<file path="config.mk">
export PLATFORM = sky130hd
export DESIGN_NAME = led_life_test_fault_monitor
export DESIGN_NICKNAME = d
export VERILOG_FILES = /design/src/rtl/core/lfm_pkg.sv /design/src/rtl/core/lfm_lane.sv /design/src/rtl/core/led_life_test_fault_monitor.sv
export SDC_FILE = /design/constraint.sdc
export NUM_CORES = 1
export LEC_CHECK = 0
export BUFFER_PORTS_ARGS = -buffer_cell sky130_fd_sc_hd__buf_2
export CAP_MARGIN = 20
export CORE_MARGIN = 2
export CORE_UTILIZATION = 50
export CTS_CLUSTER_DIAMETER = 30
export DETAILED_ROUTE_END_ITERATION = 8
export HOLD_SLACK_MARGIN = 0.12
export PLACE_DENSITY = 0.71
export SETUP_SLACK_MARGIN = 0.1
export SKIP_CTS_REPAIR_TIMING = 1
export SYNTH_ARGS = -nofsm -noshare
export SYNTH_HDL_FRONTEND = slang
export SYNTH_HIERARCHICAL = 1
export SYNTH_SLANG_ARGS = --single-unit
</file>
<file path="constraint.sdc">
create_clock -name i_clk -period 7.6 [get_ports i_clk]
set_clock_uncertainty 0.15 [all_clocks]
set_input_delay 0.76 -clock i_clk [delete_from_list [all_inputs] [get_ports i_clk]]
set_output_delay 0.76 -clock i_clk [all_outputs]
set_load 0.1 [all_outputs]
</file>
<file path="src/rtl/core/lfm_pkg.sv">
package lfm_pkg;

    // number of monitored LEDs and bits per sensor sample
    localparam int CHANNELS    = 2;
    localparam int SAMPLE_BITS = 12;

    localparam int SAMPLES_W   = 24;
    localparam int TICK_W      = 24;
    localparam int THR_W       = 12;
    localparam int CNT_W       = 8;
    localparam int CFG_IDX_W   = 3;
    localparam int CFG_DATA_W  = 24;

    // packed sample word widened so every lane has a slice (upper lanes read zero)
    localparam int SAMPLE_SPAN = CHANNELS * SAMPLE_BITS;
    localparam int SAMPLE_PAD_W = (SAMPLE_SPAN > SAMPLES_W) ? SAMPLE_SPAN : SAMPLES_W;

    localparam logic [CNT_W-1:0] CNT_MAX = {CNT_W{1'b1}};

    // configuration register indexes
    localparam logic [CFG_IDX_W-1:0] REG_OFF_THRESHOLD    = 3'd0;
    localparam logic [CFG_IDX_W-1:0] REG_CHECK_THRESHOLD  = 3'd1;
    localparam logic [CFG_IDX_W-1:0] REG_MAX_ABOVE        = 3'd2;
    localparam logic [CFG_IDX_W-1:0] REG_MAX_FLUCTUATIONS = 3'd3;
    localparam logic [CFG_IDX_W-1:0] REG_STRESS_TICKS     = 3'd4;
    localparam logic [CFG_IDX_W-1:0] REG_CHECK_TICKS      = 3'd5;

    // reset values
    localparam logic [THR_W-1:0]  RST_THRESHOLD    = 12'd1000;
    localparam logic [CNT_W-1:0]  RST_MAX_COUNT    = 8'd5;
    localparam logic [TICK_W-1:0] RST_STRESS_TICKS = 24'd14400000;
    localparam logic [TICK_W-1:0] RST_CHECK_TICKS  = 24'd2000;

    // phase and request codes
    localparam logic PHASE_STRESS = 1'b0;
    localparam logic PHASE_CHECK  = 1'b1;
    localparam logic REQ_TICK     = 1'b0;
    localparam logic REQ_BUTTON   = 1'b1;

    typedef enum logic [1:0] {
        FAULT_NONE = 2'd0,
        FAULT_REL  = 2'd1,
        FAULT_NREL = 2'd2
    } t_fault;

    // what one lane reports to the merge stage for the current item
    typedef struct packed {
        logic new_rel;
        logic new_nrel;
        logic failed;
    } t_lane_flags;

endpackage

</file>
<file path="src/rtl/core/lfm_lane.sv">
module lfm_lane
    import lfm_pkg::*;
(
    input  logic                   i_clk,
    input  logic                   i_rst_n,
    input  logic                   i_en,
    input  logic                   i_phase,
    input  logic [THR_W-1:0]       i_thr,
    input  logic [CNT_W-1:0]       i_max_above,
    input  logic [CNT_W-1:0]       i_max_fluct,
    input  logic [SAMPLE_BITS-1:0] i_sample,
    output t_lane_flags            o_flags
);

    logic [CNT_W-1:0] r_above, n_above;
    logic [CNT_W-1:0] r_drop,  n_drop;
    t_fault           r_fault, n_fault;
    logic             rel, nrel;

    always_comb begin
        n_above = r_above;
        n_drop  = r_drop;
        n_fault = r_fault;
        rel     = 1'b0;
        nrel    = 1'b0;
        if (i_en && (r_fault == FAULT_NONE)) begin
            if (THR_W'(i_sample) > i_thr) begin
                n_above = (r_above == CNT_MAX) ? r_above : r_above + 1'b1;
                if (n_above > i_max_above) begin
                    n_fault = FAULT_REL;
                    rel     = 1'b1;
                end
            end else if ((i_phase == PHASE_CHECK) && (r_above != '0)) begin
                n_drop  = (r_drop == CNT_MAX) ? r_drop : r_drop + 1'b1;
                n_above = '0;
            end
            if ((i_phase == PHASE_CHECK) && (n_drop > i_max_fluct)) begin
                n_fault = FAULT_NREL;
                nrel    = 1'b1;
            end
        end
    end

    always_ff @(posedge i_clk) begin
        if (!i_rst_n) begin
            r_above <= '0;
            r_drop  <= '0;
            r_fault <= FAULT_NONE;
        end else begin
            r_above <= n_above;
            r_drop  <= n_drop;
            r_fault <= n_fault;
        end
    end

    assign o_flags.new_rel  = rel;
    assign o_flags.new_nrel = nrel;
    assign o_flags.failed   = (n_fault != FAULT_NONE);

endmodule

</file>
<file path="src/rtl/core/led_life_test_fault_monitor.sv">
// LED life-test fault monitor.
// Input channel (i_valid / o_stall): each item is either a sample tick carrying
// packed sensor samples (channel 0 in the low bits) or a phase button press.
// An item is taken at a clock edge with i_valid high and o_stall low.
// Output channel (o_valid / i_stall): exactly one result item per input item,
// reporting phase, the faults declared by this item, the bypass mask, the
// all-failed flag, the running flag and whether the phase limit is reached.
// The result is registered: it appears in the output register the cycle
// after the input item is taken. Throughput is one item per cycle while the
// output is not stalled; the lanes and the tick counter update in the
// accepting cycle, so the next item may follow straight away.
// When the receiver stalls, the result register holds and o_stall rises only
// while that register is full and stalled, so no item is lost.
// The user makes configuration writes (i_cfg_valid / o_cfg_ready, always ready)
// while the block is idle (not enforced here); unknown indexes are ignored.
// Reset (synchronous, active low) restores the default registers, empties the
// result register, clears all counters and faults, and starts in the check
// phase with sampling enabled.
module led_life_test_fault_monitor
    import lfm_pkg::*;
(
    input  logic                  i_clk,
    input  logic                  i_rst_n,
    // item input
    input  logic                  i_valid,
    output logic                  o_stall,
    input  logic                  i_req_type,
    input  logic [SAMPLES_W-1:0]  i_samples,
    // result output
    output logic                  o_valid,
    input  logic                  i_stall,
    output logic                  o_phase,
    output logic [CHANNELS-1:0]   o_new_relevant,
    output logic [CHANNELS-1:0]   o_new_nonrelevant,
    output logic [CHANNELS-1:0]   o_bypass_mask,
    output logic                  o_all_failed,
    output logic                  o_running,
    output logic                  o_phase_done,
    // configuration write
    input  logic                  i_cfg_valid,
    output logic                  o_cfg_ready,
    input  logic [CFG_IDX_W-1:0]  i_cfg_index,
    input  logic [CFG_DATA_W-1:0] i_cfg_data
);

    // configuration registers
    logic [THR_W-1:0]  r_off_thr, r_check_thr;
    logic [CNT_W-1:0]  r_max_above, r_max_fluct;
    logic [TICK_W-1:0] r_stress_ticks, r_check_ticks;

    // control state
    logic [TICK_W-1:0] r_tick, n_tick;
    logic              r_phase, n_phase;
    logic              r_running, n_running;

    // result register
    logic              r_valid;
    logic              r_res_phase, r_res_all, r_res_running, r_res_done;
    logic [CHANNELS-1:0] r_res_rel, r_res_nrel, r_res_mask;

    logic in_acc, out_acc, tick_item, btn_item, at_limit, do_sample;
    logic [TICK_W-1:0] limit, n_limit;
    logic [THR_W-1:0]  thr;
    logic [SAMPLE_PAD_W-1:0] samples_wide;
    t_lane_flags       lane_flags [CHANNELS];
    logic [CHANNELS-1:0] new_rel, new_nrel, failed;
    logic all_failed;

    assign o_cfg_ready = 1'b1;
    assign o_stall     = r_valid & i_stall;
    assign in_acc      = i_valid & ~o_stall;
    assign out_acc     = r_valid & ~i_stall;

    assign tick_item = in_acc & (i_req_type == REQ_TICK);
    assign btn_item  = in_acc & (i_req_type == REQ_BUTTON);
    assign limit     = (r_phase == PHASE_CHECK) ? r_check_ticks : r_stress_ticks;
    assign at_limit  = (r_tick >= limit);
    assign do_sample = tick_item & r_running & ~at_limit;
    assign thr       = (r_phase == PHASE_CHECK) ? r_check_thr : r_off_thr;

    assign samples_wide = SAMPLE_PAD_W'(i_samples);

    // one lane per LED
    for (genvar g = 0; g < CHANNELS; g++) begin : g_lane
        lfm_lane u_lane (
            .i_clk       (i_clk),
            .i_rst_n     (i_rst_n),
            .i_en        (do_sample),
            .i_phase     (r_phase),
            .i_thr       (thr),
            .i_max_above (r_max_above),
            .i_max_fluct (r_max_fluct),
            .i_sample    (samples_wide[g*SAMPLE_BITS +: SAMPLE_BITS]),
            .o_flags     (lane_flags[g])
        );
        assign new_rel[g]  = lane_flags[g].new_rel;
        assign new_nrel[g] = lane_flags[g].new_nrel;
        assign failed[g]   = lane_flags[g].failed;
    end

    // merge: lane findings steer the shared run control
    assign all_failed = &failed;

    always_comb begin
        n_tick    = r_tick;
        n_phase   = r_phase;
        n_running = r_running;
        if (btn_item) begin
            if (at_limit) begin
                n_phase = ~r_phase;
                n_tick  = '0;
            end
            n_running = 1'b1;
        end else if (tick_item && r_running) begin
            if (!at_limit) begin
                n_tick = r_tick + 1'b1;
                if ((new_rel | new_nrel) != '0) begin
                    n_running = 1'b0;
                end
            end else begin
                n_running = 1'b0;
            end
            if (all_failed) begin
                n_running = 1'b0;
            end
        end
    end

    assign n_limit = (n_phase == PHASE_CHECK) ? r_check_ticks : r_stress_ticks;

    always_ff @(posedge i_clk) begin
        if (!i_rst_n) begin
            r_off_thr      <= RST_THRESHOLD;
            r_check_thr    <= RST_THRESHOLD;
            r_max_above    <= RST_MAX_COUNT;
            r_max_fluct    <= RST_MAX_COUNT;
            r_stress_ticks <= RST_STRESS_TICKS;
            r_check_ticks  <= RST_CHECK_TICKS;
        end else if (i_cfg_valid && o_cfg_ready) begin
            unique case (i_cfg_index)
                REG_OFF_THRESHOLD:    r_off_thr      <= i_cfg_data[THR_W-1:0];
                REG_CHECK_THRESHOLD:  r_check_thr    <= i_cfg_data[THR_W-1:0];
                REG_MAX_ABOVE:        r_max_above    <= i_cfg_data[CNT_W-1:0];
                REG_MAX_FLUCTUATIONS: r_max_fluct    <= i_cfg_data[CNT_W-1:0];
                REG_STRESS_TICKS:     r_stress_ticks <= i_cfg_data[TICK_W-1:0];
                REG_CHECK_TICKS:      r_check_ticks  <= i_cfg_data[TICK_W-1:0];
                default: begin
                end
            endcase
        end
    end

    always_ff @(posedge i_clk) begin
        if (!i_rst_n) begin
            r_tick    <= '0;
            r_phase   <= PHASE_CHECK;
            r_running <= 1'b1;
            r_valid   <= 1'b0;
        end else begin
            r_tick    <= n_tick;
            r_phase   <= n_phase;
            r_running <= n_running;
            if (in_acc) begin
                r_valid <= 1'b1;
            end else if (out_acc) begin
                r_valid <= 1'b0;
            end
        end
    end

    // result payload, loaded only when an item is taken
    always_ff @(posedge i_clk) begin
        if (in_acc) begin
            r_res_phase   <= n_phase;
            r_res_rel     <= new_rel;
            r_res_nrel    <= new_nrel;
            r_res_mask    <= failed;
            r_res_all     <= all_failed;
            r_res_running <= n_running;
            r_res_done    <= (n_tick >= n_limit);
        end
    end

    assign o_valid           = r_valid;
    assign o_phase           = r_res_phase;
    assign o_new_relevant    = r_res_rel;
    assign o_new_nonrelevant = r_res_nrel;
    assign o_bypass_mask     = r_res_mask;
    assign o_all_failed      = r_res_all;
    assign o_running         = r_res_running;
    assign o_phase_done      = r_res_done;

endmodule
</file>
# After elaboration in Yosys (flattened, before gate mapping)
# Cells that the tools add are included.
[totals] output_inout_bits=13 regBits=161 elab_cells=133
[op_classes] addsub=5 magnitude_cmp=8 bitwise=13 eq_ne=9 muxes=48 reduce_logical=27
[op_table] cell="two-way mux 24 bit" n=6
[op_table] cell="two-way mux 8 bit" n=14
[op_table] cell="greater-or-equal comparator 24 bit" n=2
[op_table] cell="adder 8 x 1 -> 8 bit (second input constant)" n=4
[op_table] cell="== test 8 bit (second input constant)" n=4
[op_table] cell="> comparator 8 bit" n=4
[op_table] cell="adder 24 x 1 -> 24 bit (second input constant)" n=1
[op_table] cell="> comparator 12 bit" n=2
[op_table] cell="two-way mux 1 bit" n=19
[op_table] cell="AND reduction 2 bit" n=9
[op_table] cell="two-way mux 2 bit" n=8
[op_table] cell="nonzero test 8 bit" n=2
[op_table] cell="two-way mux 12 bit" n=1
[op_table] cell="nonzero test 2 bit" n=6
[op_table] cell="AND 1 bit" n=7
[op_table] cell="logical AND 1 bit" n=7
[op_table] cell="== test 3 x 2 -> 1 bit (second input constant)" n=2
[op_table] cell="== test 3 bit (second input constant)" n=2
[op_table] cell="inverter 1 bit" n=5
[op_table] cell="zero test 2 bit" n=2
[op_table] cell="== test 3 x 1 -> 1 bit (second input constant)" n=1
[op_table] cell="zero test 3 bit" n=1
[op_table] cell="bitwise OR 2 bit" n=1

# Depth between registers and ports, before layout
# Gate-level depths: netlist (run 1).
[logic_depth] ltp_word=19 mapped_depth=25 depth_no_buf=20

# Modules after synthesis
# Netlist (run 1), hierarchy kept.
[modules_own_cells] module="led_life_test_fault_monitor" area_per_inst_um2=9261.4 cells_per_inst=1229 n_inst=1 seq_area_each_um2=2602.5
[modules_own_cells] module="lfm_lane" area_per_inst_um2=1988.2 cells_per_inst=252 n_inst=2 seq_area_each_um2=360.3

# Least setup slack after synthesis (run 1)
# OpenSTA, ideal clock, no wires.
[synth_timing] path_kind="register to register" start="register r_phase" end="register r_res_running, in the netlist o_running, data pin" t_arrival_ps=5020 setup_ps=269 stages_incl_launch_ff=25 setup_slack_ps=2161 path_buffers=6 required_time_ps=7181 cell_sequence="dfxtp_1 clkbuf_1 inv_1 clkbuf_1 buf_1 nand2_1 and2_1 ha_1 nand4_1 nor2_1 a221o_1 nor2_2 clkbuf_1 buf_1 and3_1 and2_1 clkbuf_1 nand2b_1 a31o_2 a2111oi_0 nand3b_1 and2_1 nor2_1 nand4_1 nand3_1"
[synth_rtl] element="start: declaration" line="led_life_test_fault_monitor.sv:53" rtl="logic r_phase, n_phase;"
[synth_rtl] element="start signal: assignment" line="led_life_test_fault_monitor.sv:161" rtl="r_phase <= n_phase;"
[synth_rtl] element="two-way mux 24 bit" line="led_life_test_fault_monitor.sv:76" rtl="assign limit = (r_phase == PHASE_CHECK) ? r_check_ticks : r_stress_ticks;"
[synth_rtl] element="greater-or-equal comparator 24 bit" line="led_life_test_fault_monitor.sv:77" rtl="assign at_limit = (r_tick >= limit);"
[synth_rtl] element="inverter 1 bit" line="led_life_test_fault_monitor.sv:78" rtl="assign do_sample = tick_item & r_running & ~at_limit;"
[synth_rtl] element="AND 1 bit" line="led_life_test_fault_monitor.sv:78"
[synth_rtl] element="net do_sample" line="led_life_test_fault_monitor.sv:61" rtl="logic in_acc, out_acc, tick_item, btn_item, at_limit, do_sample;"
[synth_rtl] element="logical AND 1 bit" line="lfm_lane.sv:26" rtl="if (i_en && (r_fault == FAULT_NONE)) begin"
[synth_rtl] element="two-way mux 2 bit" line="lfm_lane.sv:26"
[synth_rtl] element="nonzero test 2 bit" line="lfm_lane.sv:58" rtl="assign o_flags.failed = (n_fault != FAULT_NONE);"
[synth_rtl] element="net failed[0]" line="led_life_test_fault_monitor.sv:66" rtl="logic [CHANNELS-1:0] new_rel, new_nrel, failed;"
[synth_rtl] element="AND reduction 2 bit" line="led_life_test_fault_monitor.sv:102" rtl="assign all_failed = &failed;"
[synth_rtl] element="net all_failed" line="led_life_test_fault_monitor.sv:67" rtl="logic all_failed;"
[synth_rtl] element="two-way mux 1 bit" line="led_life_test_fault_monitor.sv:123" rtl="if (all_failed) begin"
[synth_rtl] element="two-way mux 1 bit" line="led_life_test_fault_monitor.sv:114" rtl="end else if (tick_item && r_running) begin"
[synth_rtl] element="two-way mux 1 bit" line="led_life_test_fault_monitor.sv:108" rtl="if (btn_item) begin"
[synth_rtl] element="net n_running" line="led_life_test_fault_monitor.sv:54" rtl="logic r_running, n_running;"
[synth_rtl] element="end signal: assignment" line="led_life_test_fault_monitor.sv:179" rtl="r_res_running <= n_running;"
[synth_rtl] element="end: declaration" line="led_life_test_fault_monitor.sv:58" rtl="logic r_res_phase, r_res_all, r_res_running, r_res_done;"
# The timed path passes the listed nets, and every way through them passes these cells. The select of a mux whose other input is x is not followed.
# A chain may end at the register's enable or synchronous reset.

# Final worst setup path (run 1)
# Ends and elaborated chain as after synthesis.

==> impl_metrics.py, run 1 <==
metrics = {
    "outcome": {
        "status": "finished, final reports clean",
    },
    "placed_design": {
        "gp_congestion": 0.904,
        "dpl_cell_area_um2": 13600,
        "port-buffer-count": 68,
        "place_hpwl_um": 27400,
    },
    "worst_setup_path": {
        "path_cells": "buf_4 > nand2_1 > and2_1 > ha_1 > a21oi_1 > o21ai_0 > o21ai_2 > buf_4 > or2_2 > and3_1 > and2_1 > nand2b_1 > a31o_2 > a2111oi_0 > nand3b_1 > and2_1 > nor2_1 > nand4_1 > nand3_1",
        "path_max_fanout": 66,
        "endpoint_kind": "flip-flop",
        "worstPathRequired_ns": 7.62,
        "cp_slowest_cell": "o21ai_2",
        "startpoint_type": "flip-flop",
        "cp.arrival_ns": 6.39,
        "max_stage_delay_ns": 0.70,
        "crit_top_cell": "and2_1",
        "crit_family": "simple AND/OR/NAND/NOR gates",
        "crit_type": "reg2reg",
        "worst-path-buf-inv": 2,
    },
    "synthesis": {
        "yosys-top-cells-area": "dfxtp_1 23%, ha_1 11%, nand2_1 8.4%",
        "synth_nets": 1902,
        "synthArstFlopShare_pct": 0,
        "syn_inst": 1733,
        "yosysWarnings": 6,
        "ys_ff_latch": 161,
        "synth_top_area_share_pct": 22.8,
        "synthFlopType": "dfxtp_1",
        "synth_area_um2": 13200,
        "yosysUniqueCellTypes": 77,
        "synth_area_per_cell_um2": 7.64,
        "yosys.area.top_type": "dfxtp_1",
        "synth-edff-count": 10,
        "yosysSeqAreaShare_pct": 25.1,
    },
    "layout": {
        "layout-drive-gt1-share_pct": 10.6,
        "final_common_cell": "nand2_1",
        "syn2layout_area_growth_pct": 6.97,
        "final_nets": 1881,
        "design_area_um2": 14200,
        "most-common-layout-cells": "297 x nand2_1, 167 x a21oi_1, 150 x dfxtp_1, 112 x ha_1, 91 x nand4_1",
        "fill_cells": 2458,
        "diodes": 0,
    },
    "die": {
        "placementRows": 59,
        "start_util_pct": 50.8,
        "die_w_um": 167,
        "dieArea_um2": 27800,
        "ios": 70,
        "core-area_um2": 26100,
        "die_h_um": 167,
    },
    "drt": {
        "wl_per_cell_um": 19.3,
        "drc": 0,
        "drtAntennaViolNets": 0,
        "num_vias": 13432,
        "first_iter_violations": 1586,
        "via_per_inst": 6.52,
        "wl_um": 39800,
        "firstDrtPassIters": 5,
    },
    "pwr": {
        "powerDensity_nw_per_um2": 144,
        "ir_drop_uv": 151,
        "p_leak_nw": 5.49,
    },
    "global_routing": {
        "grt.overflow.total": 0,
        "grt_pass1_wl_um": 64000,
        "grt_max_degree": 67,
        "grt_usage_pct": 27.8,
        "antenna_found_initial": 0,
        "grt_pass1_vias": 11919,
    },
    "clock_tree": {
        "cts.sinks": 161,
        "clk_pin_slew_worst_paths_ns": 0.07,
        "cts_max_level": 4,
        "cts_buffer_depth": 2,
        "cts_buffers": 17,
        "insertion_delay_ns": 0.44,
        "cts_root_buf": "clkbuf_16",
        "cts_tree": "done",
    },
    "timing": {
        "fin_crit_ns": 6.37,
        "tns_ns": 0,
        "maxSlewHeadroom_pct": 25.4,
        "period_share_pct": 83.8,
        "drv_slew": 0,
        "hold_viol": 0,
        "rsz0062_at_grt": "false",
        "worst_pin_slew_ns": 1.11,
        "timing.fmax_mhz": 157,
        "setup-violations-final": 0,
        "worst_hold_slack_ns": 0.305,
    },
    "run": {
        "cap_violations": 0,
    },
    "min_path": {
        "hold_class": "reg2reg",
    },
}
==> where the power goes <==
group          total (mW)  switching [mW]  internal [mW]
combinational       0.267           0.184         0.0830
clock               0.881           0.388          0.493
sequential          0.885          0.0165          0.869
==> worst reg2reg max path, stage by stage, from the launching register on <==
cell       delay [ns]
dfxtp_2          0.32
buf_4            0.65
nand2_1          0.25
and2_1           0.23
ha_1             0.29
a21oi_1          0.11
o21ai_0          0.26
o21ai_2          0.70
buf_4            0.35
or2_2            0.51
and3_1           0.39
and2_1           0.41
nand2b_1         0.09
a31o_2           0.26
a2111oi_0        0.47
nand3b_1         0.23
and2_1           0.16
nor2_1           0.04
nand4_1          0.13
nand3_1          0.08
==> layer usage <==
metal	track usage, %	vias up	routed length (µm)
met5	0	-	0
met4	6.90	0	664
met3	4.75	60	3820
met2	39.8	650	16600
met1	42.9	6302	18700
li1	-	6420	-
==> flip-flops by register name, indices dropped and copies added, names as in the netlist, 2 cells and up <==
register / flops
r_check_ticks: 24
r_stress_ticks: 24
r_tick: 24
g_lane.u_lane/r_above: 16
g_lane.u_lane/r_drop: 16
r_check_thr: 12
r_off_thr: 12
r_max_above: 8
r_max_fluct: 8
g_lane.u_lane/r_fault: 4
o_bypass_mask: 2
o_new_nonrelevant: 2
o_new_relevant: 2
==> final timing paths <==
check,start,to,slack [ns],cells past startpoint
worst max register to register,r_phase,o_running,1.23,19
worst min-delay path,r_check_thr[0],r_check_thr[0],0.31,2
worst min register to register,r_check_thr[0],r_check_thr[0],0.31,2
worst max-delay path,r_phase,o_running,1.23,19
==> metrics by stage <==
step,worst slack [ns],util [%],power [mW],std cells
after floorplan,2.16,-,1.08,1733
after global placement,1.51,52.0,1.16,2026
after detailed placement,1.39,52.0,1.16,2026
after CTS,1.34,54.3,2.03,2058
after global routing,0.827,54.3,2.10,2060
final,1.23,54.3,2.03,2060
==> synth_stat cells (all sizes together), types with 4 or more instances <==
master     n
nand2    297
a21oi    170
dfxtp    151
ha       112
nand4     91
clkbuf    88
inv       80
o21a      73
nand3     65
o211ai    49
o32a      47
nor2      44
and2      43
buf       43
o21ai     35
nor3      32
o2111ai   25
nor4      24
and3      23
and4      19
mux2      19
a221o     18
nor2b     16
nand2b    15
or4       14
o31ai     12
a211o     10
edfxtp    10
a21o       9
or3        9
a211oi     8
or2        8
xnor2      8
xor2       8
a21boi     6
a21bo      5
a31oi      5
nand3b     4
==> final cells by class <==
cell class | instances | area [µm²] | share of cell area (%)
clock inverter | 9 | 91.3 | 0.645
multi-input combinational | 1359 | 9010 | 63.6
sequential | 161 | 3320 | 23.5
timing repair buffer | 91 | 520 | 3.68
clock buffer | 23 | 489 | 3.45
inverter | 82 | 308 | 2.17
tap | 335 | 419 | 2.96
==> cell families (layout without fill, tap and decap cells) <==
| kind of cell | Yosys count | in the layout | synth area share [%] |
|---|---|---|---|
| other | 1 | 1 | 0.0283 |
| xor gates and xnor gates | 16 | 16 | 1.06 |
| and+or+nand+nor | 712 | 712 | 27.3 |
| DFF | 161 | 161 | 25.1 |
| buffers and inverters | 213 | 205 | 6.98 |
| adders and majority gates | 112 | 112 | 10.6 |
| muxes | 21 | 21 | 1.82 |
| AOI/OAI and AO/OA | 497 | 497 | 27.1 |
(Power assumes the default switching activity.)
==> inputs of run 2 (changes only) <==
Settings changed: ABC_AREA from default to 1, PLACE_DENSITY 0.71 to 0.74.
Clock period 7.6 ns to 5.75 ns, I/O delays scaled along.
==> impl_metrics.py, run 2 <==
metrics = {
    "synthesis": {
        "yosysUniqueCellTypes": 47,
        "yosys-top-cells-area": "dfxtp_1 27%, nand2_1 16%, ha_1 12%",
        "ys_ff_latch": 161,
        "synth-edff-count": 10,
        "synthFlopType": "dfxtp_1",
        "synth_area_per_cell_um2": 6.57,
        "synth_most_common_cell": "nand2_1",
        "synth_top_area_share_pct": 26.6,
        "synth_area_um2": 11400,
        "syn_inst": 1731,
        "yosysWarnings": 6,
        "synthArstFlopShare_pct": 0,
        "synth_nets": 1900,
        "synth_commonest_cells": "500 x nand2_1, 255 x inv_1, 151 x dfxtp_1, 146 x nor2_1, 112 x ha_1",
        "yosys.area.top_type": "dfxtp_1",
        "yosysSeqAreaShare_pct": 29.2,
    },
    "worst_setup_path": {
        "rr_worst_depth": 27,
        "crit_family": "simple AND/OR/NAND/NOR gates",
        "worstPathRequired_ns": 5.89,
        "endpoint_kind": "flip-flop",
        "worst-path-buf-inv": 6,
        "cp_slowest_cell": "inv_1",
        "crit_top_cell": "nand2_1",
        "reg2reg_slack_ns": 0.81,
        "max_stage_delay_ns": 0.47,
        "rr_endpoint": "o_running",
        "r2r_start": "r_phase",
        "crit_type": "reg2reg",
        "cp.arrival_ns": 5.08,
        "path_max_fanout": 25,
        "startpoint_type": "flip-flop",
    },
    "clock_tree": {
        "cts_buffers": 17,
        "cts_max_level": 4,
        "insertion_delay_ns": 0.43,
        "clk_pin_slew_worst_paths_ns": 0.07,
        "cts_root_buf": "clkbuf_16",
        "cts.sinks": 161,
        "cts_buffer_depth": 2,
        "cts_tree": "done",
    },
    "layout": {
        "layout-drive-gt1-share_pct": 11.5,
        "final_common_cell": "nand2_1",
        "syn2layout_area_growth_pct": 9.06,
        "most-common-layout-cells": "500 x nand2_1, 255 x inv_1, 150 x dfxtp_1, 146 x nor2_1, 112 x ha_1",
        "final_nets": 1942,
        "largestRegisters": "r_check_ticks (24), r_stress_ticks (24), r_tick (24)",
        "diodes": 0,
    },
    "die": {
        "core-area_um2": 22500,
        "start_util_pct": 50.6,
        "die_h_um": 155,
        "dieArea_um2": 24000,
        "die_w_um": 155,
        "placementRows": 55,
        "ios": 70,
    },
    "pwr": {
        "p_comb_share_pct": 17.7,
        "ir_drop_uv": 184,
        "p_sw_share_pct": 31.2,
        "pwr-share-clk_pct": 39.7,
        "p_leak_nw": 6.42,
        "seq_power_share_pct": 42.6,
        "powerDensity_nw_per_um2": 227,
        "internal_power_mw": 1.94,
        "netSwitchingPower_mw": 0.880,
    },
    "drt": {
        "firstDrtPassIters": 8,
        "num_vias": 10803,
        "drc": 0,
        "first_iter_violations": 719,
        "wl_per_cell_um": 14.0,
        "wl_um": 28900,
        "via_per_inst": 5.22,
        "drtAntennaViolNets": 0,
    },
    "timing": {
        "period_share_pct": 86.0,
        "maxSlewHeadroom_pct": 36.0,
        "fin_crit_ns": 4.94,
        "hold_viol": 0,
        "drv_slew": 0,
        "worst_pin_slew_ns": 0.958,
        "fin_ws_ns": 0.805,
        "rsz0062_at_grt": "false",
        "tns_ns": 0,
        "timing.fmax_mhz": 202,
        "setup-violations-final": 0,
    },
    "global_routing": {
        "grt_max_degree": 99,
        "grt.overflow.total": 0,
        "antenna_found_initial": 0,
        "grt_pass1_wl_um": 47400,
        "grt_pass1_vias": 9681,
        "grt_usage_pct": 24.4,
    },
    "placed_design": {
        "port-buffer-count": 68,
        "gp_congestion": 0.887,
        "place_ws_ns": 0.846,
        "place_hpwl_um": 21600,
    },
    "outcome": {
        "status": "finished, final reports clean",
    },
    "min_path": {
        "min_path_cells": 3,
        "hp-start": "i_cfg_data[16]",
        "hold_class": "in2reg",
        "worstHoldEndpoint": "r_stress_ticks[16]",
    },
    "run": {
        "cap_violations": 0,
    },
}
==> run 2: changes by cell type after synthesis, moves of 40 or more <==
cell	change
o21a_1	-70
and2_1	-40
inv_1	+176
a21oi_1	-67
o32a_1	-47
nor2_1	+106
nand2_1	+203
nand4_1	-70
clkbuf_1	-55
o21ai_0	+79
==> run 2: area by class of cell <==
type	instances	area (µm²)
fill	2169	10100
multi-input combinational	1242	6720
sequential	161	3320
inverter	275	1040
clock buffer	18	439
timing repair buffer	76	400
tap	285	357
clock inverter	14	131
==> run 2: per-layer routing <==
metal | GRT usage, % | routed length, µm
met1 | 35.1 | 14300
met5 | 0 | 0
met3 | 3.59 | 1740
met2 | 38.0 | 12500
met4 | 7.28 | 430
==> run 2: power groups by stage <==
| stage | Combinational, mW | Clock (mW) | Sequential (mW) |
|---|---|---|---|
| after CTS | 0.497 | 1.14 | 1.20 |
| after global placement | 0.482 | 0 | 1.23 |
| final | 0.498 | 1.12 | 1.20 |
| after global routing | 0.563 | 1.18 | 1.21 |
| after detailed placement | 0.494 | 0 | 1.23 |
| after floorplan | 0.336 | 0 | 1.26 |
==> run 2: cells by family after synthesis <==
family                   after synthesis  share of synthesized area, %
buffers and inverters                328                          11.7
other                                  1                        0.0330
adder cells (fa/ha/maj)              112                          12.3
flip-flops                           161                          29.2
AND/OR/NAND/NOR                      846                          32.3
XOR/XNOR                              16                          1.23
AO/OA/AOI/OAI                        267                          13.2
==> run 2: how the worst max path moves through the flow <==
| stage | startpoint | to | slack [ns] | cells after the start |
|---|---|---|---|---|
| floorplan | r_phase | o_running | 1.57 | 32 |
| global placement | r_phase | o_running | 0.87 | 27 |
| detailed placement | r_phase | o_running | 0.85 | 27 |
| CTS | r_phase | o_running | 0.82 | 27 |
| global route | r_phase | o_running | 0.40 | 29 |
| finish | r_phase | o_running | 0.81 | 27 |
==> run 2: per-stage QoR <==
step / total power, mW / util, % / std cells / area, µm² / hold slack, ns
after floorplan: 1.60 / - / 1731 / 11400 / 0.279
after detailed placement: 1.72 / 52.6 / 2039 / 11800 / 0.295
after CTS: 2.84 / 55.2 / 2071 / 12400 / 0.213
after global routing: 2.95 / 55.2 / 2071 / 12400 / 0.235
after global placement: 1.71 / 52.6 / 2039 / 11800 / 0.289
final: 2.82 / 55.2 / 2071 / 12400 / 0.223
==> run 2: tightest hold or removal path, stage by stage <==
cell      delay, ns
buf_2          0.08
nand2_1        0.04
o211ai_1       0.06
